File: config.mk
export PLATFORM = sky130hd
export DESIGN_NAME = expression_token_lexer_top
export DESIGN_NICKNAME = d
export VERILOG_FILES = /design/src/sv/etl_pkg.sv /design/src/sv/expression_token_lexer_top.sv
export SDC_FILE = /design/constraint.sdc
export NUM_CORES = 1
export LEC_CHECK = 0
export BUFFER_PORTS_ARGS = -buffer_cell sky130_fd_sc_hd__buf_2
export CAP_MARGIN = 10
export CORE_MARGIN = 2
export CORE_UTILIZATION = 53
export DETAILED_ROUTE_END_ITERATION = 8
export PLACE_DENSITY = 0.71
export SYNTH_ARGS = -nofsm -noshare
export SYNTH_HDL_FRONTEND = slang
export SYNTH_SLANG_ARGS = --single-unit
export TNS_END_PERCENT = 1
File: constraint.sdc
create_clock -name clk -period 6.34 [get_ports clk]
set_input_delay 0.951 -clock clk [delete_from_list [all_inputs] [get_ports clk]]
set_output_delay 0.951 -clock clk [all_outputs]
set_load 0.05 [all_outputs]
File: src/sv/etl_pkg.sv
// ----------------------------------------------------------------------------
// Expression token lexer package
// Token kinds, error codes, lexer modes and character helpers.
// ----------------------------------------------------------------------------
package etl_pkg;

  localparam int ValueWidthDefault = 32;

  localparam logic [4:0] TK_END     = 5'd0;
  localparam logic [4:0] TK_LPAREN  = 5'd1;
  localparam logic [4:0] TK_RPAREN  = 5'd2;
  localparam logic [4:0] TK_DOT     = 5'd3;
  localparam logic [4:0] TK_PLUS    = 5'd4;
  localparam logic [4:0] TK_MINUS   = 5'd5;
  localparam logic [4:0] TK_STAR    = 5'd6;
  localparam logic [4:0] TK_SLASH   = 5'd7;
  localparam logic [4:0] TK_PERCENT = 5'd8;
  localparam logic [4:0] TK_LAND    = 5'd9;
  localparam logic [4:0] TK_AMP     = 5'd10;
  localparam logic [4:0] TK_CARET   = 5'd11;
  localparam logic [4:0] TK_LOR     = 5'd12;
  localparam logic [4:0] TK_BAR     = 5'd13;
  localparam logic [4:0] TK_TILDE   = 5'd14;
  localparam logic [4:0] TK_EQ      = 5'd15;
  localparam logic [4:0] TK_NE      = 5'd16;
  localparam logic [4:0] TK_BANG    = 5'd17;
  localparam logic [4:0] TK_NUMBER  = 5'd18;
  localparam logic [4:0] TK_SHL     = 5'd19;
  localparam logic [4:0] TK_LE      = 5'd20;
  localparam logic [4:0] TK_LT      = 5'd21;
  localparam logic [4:0] TK_SHR     = 5'd22;
  localparam logic [4:0] TK_GE      = 5'd23;
  localparam logic [4:0] TK_GT      = 5'd24;
  localparam logic [4:0] TK_LCHAR   = 5'd25;
  localparam logic [4:0] TK_LEND    = 5'd26;
  localparam logic [4:0] TK_ERROR   = 5'd27;

  localparam logic [2:0] ERR_NONE     = 3'd0;
  localparam logic [2:0] ERR_NOHEX    = 3'd1;
  localparam logic [2:0] ERR_UNTERM   = 3'd2;
  localparam logic [2:0] ERR_EMPTY    = 3'd3;
  localparam logic [2:0] ERR_TOOLONG  = 3'd4;
  localparam logic [2:0] ERR_ESCAPE   = 3'd5;
  localparam logic [2:0] ERR_OCTAL    = 3'd6;
  localparam logic [2:0] ERR_UNRECOG  = 3'd7;

  typedef enum logic [17:0] {
    M_IDLE    = 18'h00001,
    M_AMP     = 18'h00002,
    M_BAR     = 18'h00004,
    M_EQ      = 18'h00008,
    M_BANG    = 18'h00010,
    M_LT      = 18'h00020,
    M_GT      = 18'h00040,
    M_DOLLAR  = 18'h00080,
    M_HEX     = 18'h00100,
    M_ZERO    = 18'h00200,
    M_OCT     = 18'h00400,
    M_DEC     = 18'h00800,
    M_QOPEN   = 18'h01000,
    M_QESC    = 18'h02000,
    M_QESCCH  = 18'h04000,
    M_QCH     = 18'h08000,
    M_LABEL   = 18'h10000,
    M_DISCARD = 18'h20000
  } mode_t;

  typedef struct packed {
    logic [4:0] kind;
    logic [7:0] ch;
    logic [2:0] err;
    logic       use_acc;
  } tok_t;

  function automatic logic is_hex(input logic [7:0] c);
    return (c >= "0" && c <= "9") || (c >= "a" && c <= "f") || (c >= "A" && c <= "F");
  endfunction

  function automatic logic [3:0] hex_val(input logic [7:0] c);
    logic [7:0] d;
    d = 8'd0;
    if (c >= "0" && c <= "9") d = c - 8'h30;
    else if (c >= "a" && c <= "f") d = c - 8'h57;
    else if (c >= "A" && c <= "F") d = c - 8'h37;
    return d[3:0];
  endfunction

  function automatic logic is_digit(input logic [7:0] c);
    return c >= "0" && c <= "9";
  endfunction

  function automatic logic is_alpha(input logic [7:0] c);
    return (c >= "a" && c <= "z") || (c >= "A" && c <= "Z");
  endfunction

  function automatic logic is_space(input logic [7:0] c);
    return c == " " || (c >= 8'h09 && c <= 8'h0D);
  endfunction

  function automatic logic [7:0] upper(input logic [7:0] c);
    return (c >= "a" && c <= "z") ? c - 8'd32 : c;
  endfunction

  function automatic logic [8:0] escape_value(input logic [7:0] c);
    logic [8:0] r;
    case (c)
      8'h27:   r = {1'b1, 8'h27};
      8'h22:   r = {1'b1, 8'h22};
      8'h3F:   r = {1'b1, 8'h3F};
      8'h5C:   r = {1'b1, 8'h5C};
      "a":     r = {1'b1, 8'h07};
      "b":     r = {1'b1, 8'h08};
      "f":     r = {1'b1, 8'h0C};
      "n":     r = {1'b1, 8'h0A};
      "r":     r = {1'b1, 8'h0D};
      "t":     r = {1'b1, 8'h09};
      "v":     r = {1'b1, 8'h0B};
      default: r = 9'd0;
    endcase
    return r;
  endfunction

  function automatic tok_t mk(input logic [4:0] kind);
    tok_t t;
    t = '0;
    t.kind = kind;
    return t;
  endfunction

  function automatic tok_t mk_err(input logic [2:0] code);
    tok_t t;
    t = '0;
    t.kind = TK_ERROR;
    t.err = code;
    return t;
  endfunction

endpackage

File: src/sv/expression_token_lexer_top.sv
// ----------------------------------------------------------------------------
// Expression token lexer
// Tokenizes a byte stream of integer expression text into operator, number,
// label and error tokens.
// ----------------------------------------------------------------------------
// Usage: the input channel (in_valid/in_stall) carries one byte or an end
// mark per beat. The output channel (out_valid/out_stall) carries tokens;
// a byte gives zero, one or two tokens, and "last" marks the final token
// of each input beat. Work for a byte is one pass of logic from the input
// beat to a two-entry result buffer, so a byte is taken every cycle while
// out_stall stays low, and its first token appears in the cycle after
// acceptance. A byte that gives two tokens holds the input while the
// second drains. When the receiver stalls, the result buffer fills and
// in_stall rises; no token is lost. Reset returns the lexer to idle with a
// zero value and clears the error latch and buffered tokens.
// ----------------------------------------------------------------------------
module expression_token_lexer_top
  import etl_pkg::*;
#(
  parameter int VALUE_WIDTH = ValueWidthDefault
) (
  input  logic        clk,
  input  logic        rst,
  input  logic        in_valid,
  output logic        in_stall,
  input  logic [7:0]  char_code,
  input  logic        end_of_input,
  output logic        out_valid,
  input  logic        out_stall,
  output logic [4:0]  token_kind,
  output logic [31:0] number_value,
  output logic [7:0]  label_char,
  output logic [2:0]  error_code,
  output logic        last
);

  localparam int VW = VALUE_WIDTH;

  mode_t          mode, mode_next;
  logic [VW-1:0]  acc, acc_next;
  logic [7:0]     held, held_next;
  logic           err_lat, err_lat_next;

  tok_t           t0, t1;
  logic [1:0]     ntok;
  logic [VW-1:0]  val0, val1;

  // Two-entry result buffer.
  logic [1:0]     cnt;
  logic           rd;
  tok_t           b_tok [2];
  logic [31:0]    b_val [2];
  logic           b_last [2];

  logic           accept;
  logic [VW-1:0]  dec_mul;
  logic [7:0]     c;
  logic           redo;
  mode_t          m2;
  logic [VW-1:0]  a2;
  logic [8:0]     esc;

  assign c        = char_code;
  assign in_stall = (cnt != 2'd0) && !(cnt == 2'd1 && out_valid && !out_stall);
  assign accept   = in_valid && !in_stall;
  assign dec_mul  = (acc << 3) + (acc << 1);
  assign esc      = escape_value(held);

  always_comb begin
    mode_next = mode;
    acc_next  = acc;
    held_next = held;
    err_lat_next = err_lat;
    t0 = '0; t1 = '0; ntok = 2'd0;
    redo = 1'b0;
    m2 = M_IDLE;
    a2 = acc;
    if (end_of_input) begin
      case (mode)
        M_AMP:    begin t0 = mk(TK_AMP); ntok = 2'd1; end
        M_BAR:    begin t0 = mk(TK_BAR); ntok = 2'd1; end
        M_EQ:     begin t0 = mk(TK_EQ); ntok = 2'd1; end
        M_BANG:   begin t0 = mk(TK_BANG); ntok = 2'd1; end
        M_LT:     begin t0 = mk(TK_LT); ntok = 2'd1; end
        M_GT:     begin t0 = mk(TK_GT); ntok = 2'd1; end
        M_DOLLAR: begin t0 = mk_err(ERR_NOHEX); ntok = 2'd1; end
        M_HEX, M_ZERO, M_OCT, M_DEC: begin
          t0 = mk(TK_NUMBER); t0.use_acc = 1'b1; ntok = 2'd1;
        end
        M_QOPEN, M_QESC, M_QESCCH, M_QCH: begin
          t0 = mk_err(ERR_UNTERM); ntok = 2'd1;
        end
        M_LABEL:  begin t0 = mk(TK_LEND); ntok = 2'd1; end
        default:  ;
      endcase
      if (ntok == 2'd1) t1 = mk(TK_END);
      else t0 = mk(TK_END);
      ntok = ntok + 2'd1;
      mode_next = M_IDLE;
      acc_next = '0;
      err_lat_next = 1'b0;
    end else if (mode == M_DISCARD || err_lat) begin
      ntok = 2'd0;
    end else begin
      case (mode)
        M_IDLE: redo = 1'b1;
        M_AMP: begin
          if (c == "&") begin t0 = mk(TK_LAND); mode_next = M_IDLE; end
          else begin t0 = mk(TK_AMP); redo = 1'b1; end
          ntok = 2'd1;
        end
        M_BAR: begin
          if (c == "|") begin t0 = mk(TK_LOR); mode_next = M_IDLE; end
          else begin t0 = mk(TK_BAR); redo = 1'b1; end
          ntok = 2'd1;
        end
        M_EQ: begin
          t0 = mk(TK_EQ); ntok = 2'd1;
          if (c == "=") mode_next = M_IDLE;
          else redo = 1'b1;
        end
        M_BANG: begin
          if (c == "=") begin t0 = mk(TK_NE); mode_next = M_IDLE; end
          else begin t0 = mk(TK_BANG); redo = 1'b1; end
          ntok = 2'd1;
        end
        M_LT: begin
          if (c == "<") begin t0 = mk(TK_SHL); mode_next = M_IDLE; end
          else if (c == "=") begin t0 = mk(TK_LE); mode_next = M_IDLE; end
          else begin t0 = mk(TK_LT); redo = 1'b1; end
          ntok = 2'd1;
        end
        M_GT: begin
          if (c == ">") begin t0 = mk(TK_SHR); mode_next = M_IDLE; end
          else if (c == "=") begin t0 = mk(TK_GE); mode_next = M_IDLE; end
          else begin t0 = mk(TK_GT); redo = 1'b1; end
          ntok = 2'd1;
        end
        M_DOLLAR: begin
          if (is_hex(c)) begin
            acc_next = VW'(hex_val(c)); mode_next = M_HEX;
          end else begin
            t0 = mk_err(ERR_NOHEX); ntok = 2'd1;
            mode_next = M_DISCARD; err_lat_next = 1'b1;
          end
        end
        M_HEX: begin
          if (is_hex(c)) acc_next = (acc << 4) + VW'(hex_val(c));
          else begin
            t0 = mk(TK_NUMBER); t0.use_acc = 1'b1; ntok = 2'd1; redo = 1'b1;
          end
        end
        M_ZERO: begin
          if (c == "x" || c == "X") begin acc_next = '0; mode_next = M_HEX; end
          else if (is_digit(c)) begin
            if (c > "7") begin
              t0 = mk_err(ERR_OCTAL); ntok = 2'd1;
              mode_next = M_DISCARD; err_lat_next = 1'b1;
            end else begin
              acc_next = VW'(c[2:0]); mode_next = M_OCT;
            end
          end else begin
            t0 = mk(TK_NUMBER); t0.use_acc = 1'b1; ntok = 2'd1; redo = 1'b1;
          end
        end
        M_OCT: begin
          if (is_digit(c)) begin
            if (c > "7") begin
              t0 = mk_err(ERR_OCTAL); ntok = 2'd1;
              mode_next = M_DISCARD; err_lat_next = 1'b1;
            end else acc_next = (acc << 3) + VW'(c[2:0]);
          end else begin
            t0 = mk(TK_NUMBER); t0.use_acc = 1'b1; ntok = 2'd1; redo = 1'b1;
          end
        end
        M_DEC: begin
          if (is_digit(c)) acc_next = dec_mul + VW'(c[3:0]);
          else begin
            t0 = mk(TK_NUMBER); t0.use_acc = 1'b1; ntok = 2'd1; redo = 1'b1;
          end
        end
        M_QOPEN: begin
          if (c == 8'h27) begin
            t0 = mk_err(ERR_EMPTY); ntok = 2'd1;
            mode_next = M_DISCARD; err_lat_next = 1'b1;
          end else if (c == 8'h5C) mode_next = M_QESC;
          else begin acc_next = VW'(c); mode_next = M_QCH; end
        end
        M_QESC: begin held_next = c; mode_next = M_QESCCH; end
        M_QESCCH: begin
          if (c != 8'h27) begin
            t0 = mk_err(ERR_TOOLONG); ntok = 2'd1;
            mode_next = M_DISCARD; err_lat_next = 1'b1;
          end else if (!esc[8]) begin
            t0 = mk_err(ERR_ESCAPE); ntok = 2'd1;
            mode_next = M_DISCARD; err_lat_next = 1'b1;
          end else begin
            acc_next = VW'(esc[7:0]);
            t0 = mk(TK_NUMBER); t0.use_acc = 1'b1; ntok = 2'd1;
            mode_next = M_IDLE;
          end
        end
        M_QCH: begin
          if (c != 8'h27) begin
            t0 = mk_err(ERR_TOOLONG); ntok = 2'd1;
            mode_next = M_DISCARD; err_lat_next = 1'b1;
          end else begin
            t0 = mk(TK_NUMBER); t0.use_acc = 1'b1; ntok = 2'd1;
            mode_next = M_IDLE;
          end
        end
        M_LABEL: begin
          if (is_alpha(c) || is_digit(c) || c == "_") begin
            t0 = mk(TK_LCHAR); t0.ch = upper(c); ntok = 2'd1;
          end else begin
            t0 = mk(TK_LEND); ntok = 2'd1; redo = 1'b1;
          end
        end
        default: redo = 1'b1;
      endcase
      if (redo) begin
        tok_t ti;
        logic has;
        ti = '0; has = 1'b0; m2 = M_IDLE; a2 = acc_next;
        if (is_space(c)) begin
          has = 1'b0;
        end else begin
          has = 1'b1;
          case (c)
            "(": ti = mk(TK_LPAREN);
            ")": ti = mk(TK_RPAREN);
            ".": ti = mk(TK_DOT);
            "+": ti = mk(TK_PLUS);
            "-": ti = mk(TK_MINUS);
            "*": ti = mk(TK_STAR);
            "/": ti = mk(TK_SLASH);
            "%": ti = mk(TK_PERCENT);
            "^": ti = mk(TK_CARET);
            "~": ti = mk(TK_TILDE);
            "&": begin has = 1'b0; m2 = M_AMP; end
            "|": begin has = 1'b0; m2 = M_BAR; end
            "=": begin has = 1'b0; m2 = M_EQ; end
            "!": begin has = 1'b0; m2 = M_BANG; end
            "<": begin has = 1'b0; m2 = M_LT; end
            ">": begin has = 1'b0; m2 = M_GT; end
            "$": begin has = 1'b0; m2 = M_DOLLAR; a2 = '0; end
            8'h27: begin has = 1'b0; m2 = M_QOPEN; a2 = '0; end
            default: begin
              if (is_alpha(c) || c == "_") begin
                ti = mk(TK_LCHAR); ti.ch = upper(c); m2 = M_LABEL;
              end else if (c == "0") begin
                has = 1'b0; a2 = '0; m2 = M_ZERO;
              end else if (is_digit(c)) begin
                has = 1'b0; a2 = VW'(c[3:0]); m2 = M_DEC;
              end else begin
                ti = mk_err(ERR_UNRECOG); m2 = M_DISCARD;
                err_lat_next = 1'b1;
              end
            end
          endcase
        end
        mode_next = m2;
        acc_next = a2;
        if (has) begin
          if (ntok == 2'd0) t0 = ti;
          else t1 = ti;
          ntok = ntok + 2'd1;
        end
      end
    end
  end

  assign val0 = t0.use_acc ? (mode == M_QESCCH ? acc_next : acc) : '0;
  assign val1 = '0;

  assign rd = out_valid && !out_stall;

  always_ff @(posedge clk) begin
    if (rst) begin
      mode <= M_IDLE;
      acc <= '0;
      held <= 8'd0;
      err_lat <= 1'b0;
      cnt <= 2'd0;
    end else begin
      if (accept) begin
        mode <= mode_next;
        acc <= acc_next;
        held <= held_next;
        err_lat <= err_lat_next;
      end
      if (rd && cnt == 2'd2) begin
        b_tok[0] <= b_tok[1];
        b_val[0] <= b_val[1];
        b_last[0] <= b_last[1];
      end
      if (accept && ntok != 2'd0) begin
        b_tok[0] <= t0;
        b_val[0] <= 32'(val0);
        b_last[0] <= (ntok == 2'd1);
        b_tok[1] <= t1;
        b_val[1] <= 32'(val1);
        b_last[1] <= 1'b1;
        cnt <= ntok;
      end else if (rd) begin
        cnt <= cnt - 2'd1;
      end
    end
  end

  assign out_valid    = (cnt != 2'd0);
  assign token_kind   = b_tok[0].kind;
  assign number_value = b_val[0];
  assign label_char   = b_tok[0].ch;
  assign error_code   = b_tok[0].err;
  assign last         = b_last[0];

endmodule

==> flow_summary.yaml <==
status:
  run_status: "completed"
routing:
  drc_errors: 0
  postRouteAntennaNets: 0
  drt_iter0_drc: 1674
  via_per_inst: 6.93
  wl_per_cell_um: 23.4
  routed_wl_mm: 38.3
  dr.pass1.iters: 7
  vias: 11300
setup_path:
  rr_worst_depth: 14
  critical_path_class: "input port to flop"
  slowest_delay_ns: 0.53
  cp.arrival_ns: 5.55
  crit_path_max_fanout: 37
  critPathLaunchType: "input port"
  cp_cell_sequence: "buf_2, inv_1, ha_1, or4b_4, nor4_4, o41a_1, o21ai_0, nand3_1, a2111oi_4, inv_1, ha_1, a31oi_1, a211oi_2, o31ai_4, inv_2, a31o_2, buf_12"
  cp_slowest_cell: "o41a_1"
  worstPathRequired_ns: 6.47
  end_kind: "flop"
global_routing:
  antenna_found_initial: 0
  grt_pass1_vias: 10400
  overflow: 0
  grt_pass1_wl_mm: 59.0
  grt_max_degree: 59
  grt.total_usage_pct: 34.9
clock_network:
  path_clk_slew_ns: 0.06
  clk_path_buf_depth: 2
  post_cts_buffers: 0
  cts.repair.resized: 0
  htree_levels: 4
  cts_hold_buf: 0
  numCtsBuffers: 17
  cts_root_buf: "clkbuf_16"
  cts_sinks: 125
  insertion_delay_ns: 0.45
  cts_tree: "built"
timing:
  max_slew_margin_pct: 20.6
  min_period_ns: 5.42
  worst_hold_slack_ns: 0.497
  hold_violations: 0
  fin_crit_sh_pct: 85.5
  tns_ns: 0
  slew_viol_final: 0
  fmaxAchievable_ghz: 0.185
  worst_pin_slew_ns: 1.19
  fin_skew_ns: 0.0156
  setup_violations: 0
  rsz0062_at_grt: "no"
die:
  fp.dieArea_um2: 21800
  io_pins: 64
  row_count: 52
  initial_core_util_pct: 54.2
  core_um2: 20200
  fp.dieH_um: 148
  die_w_um: 148
power:
  p_leak_nw: 4.61
  peakVddDrop_mv: 0.185
  powerDensity_nw_per_um2: 195
logic_synthesis:
  ys_types: 100
  synth-simple-area-share_pct: 26.0
  synth_top_cell_by_area: "edfxtp_1"
  syn_avg_cell_area_um2: 8.18
  yosysSeqAreaShare_pct: 28.6
  yosysWarnings: 0
  synthTopCellsByCount: "nor2_1 (147), nand2_1 (136), a21oi_1 (97)"
  netlist_area_um2: 11000
  yosysTopAreaCellShare_pct: 17.3
  ys_async_sr_fraction_pct: 0
  yosys_most_used_dff: "edfxtp_1"
  synth-edff-count: 63
  synth_top_family_by_area: "compound AO/OA/AOI/OAI gates"
  synthAdderAreaFrac_pct: 8.70
  synth_compound_area_share_pct: 27.8
  synth_xor_area_share_pct: 1.92
  netlist_instances: 1340
  syn_nets: 1428
  netlist_top_cells_area: "edfxtp_1 (17%), dfxtp_1 (11%), ha_1 (8.3%), nor2_1 (5.0%), nand2_1 (4.7%)"
  synth.most_common_cell: "nor2_1"
  ys_ff_latch: 125
  synthMuxAreaShare_pct: 1.47
run:
  cap_violations: 0
cells_and_area:
  antenna_cells: 0
  nFillCells: 1869
  area_growth_pct: 8.85
  stdcell_area_um2: 11900
  post-route-util_pct: 59.0
  drive_above_1_share_pct: 12.4
  fin_nets: 1442
placement:
  io_buffers: 63
  dp_hpwl_mm: 27.8
  place.gp.congestion: 1.05
  placed_cell_area_um2: 11400
min_path:
  min_path_type: "flop to flop"
  hold_path_depth: 1
-- cell families after synthesis --
logic type	count (synthesis)
AOI/OAI and AO/OA	432
buffers and inverters	126
xor gates and xnor gates	24
and+or+nand+nor	542
DFF	125
adders and majority gates	75
muxes	16
-- power by group --
part           total (W)  leakage, nW  switching, W  internal [W]
logic           0.000433         3.25      0.000338     0.0000950
registers       0.000908         1.08     0.0000142      0.000894
clock network   0.000989        0.277      0.000469      0.000520
-- metrics by stage --
| stage | setup slack (ns) | std cells | power [W] |
|---|---|---|---|
| 5_1_grt | 0.612 | 1637 | 0.00239 |
| 2_1_floorplan | 0.979 | 1340 | 0.00123 |
| 4_1_cts | 1.02 | 1637 | 0.00232 |
| 3_5_place_dp | 0.620 | 1605 | 0.00134 |
| 6_report | 0.920 | 1637 | 0.00233 |
| 3_3_place_gp | 0.712 | 1605 | 0.00134 |
-- per-layer routing --
metal / global-route usage, % / vias to the layer above / wire [µm] / share of wire, %
met5: 0 / - / 0 / 0
met4: 14.7 / 0 / 1590 / 4.2
met3: 11.4 / 144 / 4890 / 13
met2: 50.0 / 760 / 15800 / 41
met1: 48.1 / 5278 / 16000 / 42
li1: - / 5165 / - / -
-- cell type report --
| class | count | area [µm²] | share of cell area (%) |
|---|---|---|---|
| Multi-Input combinational cell | 1089 | 7260 | 60.8 |
| Sequential cell | 125 | 3130 | 26.3 |
| Timing Repair Buffer | 87 | 508 | 4.26 |
| Clock buffer | 17 | 425 | 3.57 |
| Tap cell | 270 | 338 | 2.83 |
| Clock inverter | 15 | 140 | 1.17 |
| Inverter | 34 | 128 | 1.07 |
-- final timing paths --
path           startpoint           end  slack (ns)
max          char_code[1]  b_val[0][10]        0.92
min          b_last[0][1]  b_last[0][1]        0.50
max reg2reg      mode[11]  b_val[0][10]        1.55
min reg2reg  b_last[0][1]  b_last[0][1]        0.50
-- placed cells by master, fill, tap and decap left out, types with 11 or more instances in the layout --
master and n:
nand4_1 16, nand3_1 44, ha_1 73, buf_4 23, edfxtp_1 63, nor3_1 38
nand2b_1 12, o22ai_1 11, o21ai_0 68, and2_1 20, a221o_1 12, xnor2_1 13
a21oi_1 97, xor2_1 11, o31ai_1 23, nand2_1 136, mux2i_1 15, a32oi_1 12
dfxtp_1 62, a222oi_1 11, and3_1 13, buf_2 63, a22oi_1 56, a21o_1 14
clkbuf_16 17, o211ai_1 11, nor2_1 146, or3_1 14, nor2b_1 24, a31oi_1 12
inv_1 31
-- state kept, by name, summed over array words and instances (netlist names) --
name / count
b_tok: 30
cnt: 2
held: 8
acc: 32
mode: 18
b_last: 2
err_lat: 1
b_val: 32
-- worst max-delay path, delay by kind of cell --
family                     cells  cell delay [ns]
AOI/OAI and AO/OA              7             2.25
and+or+nand+nor                3             0.50
buffers and inverters          5             1.08
adders and majority gates      2             0.75
No activity file was read; power rests on OpenSTA's default activity.
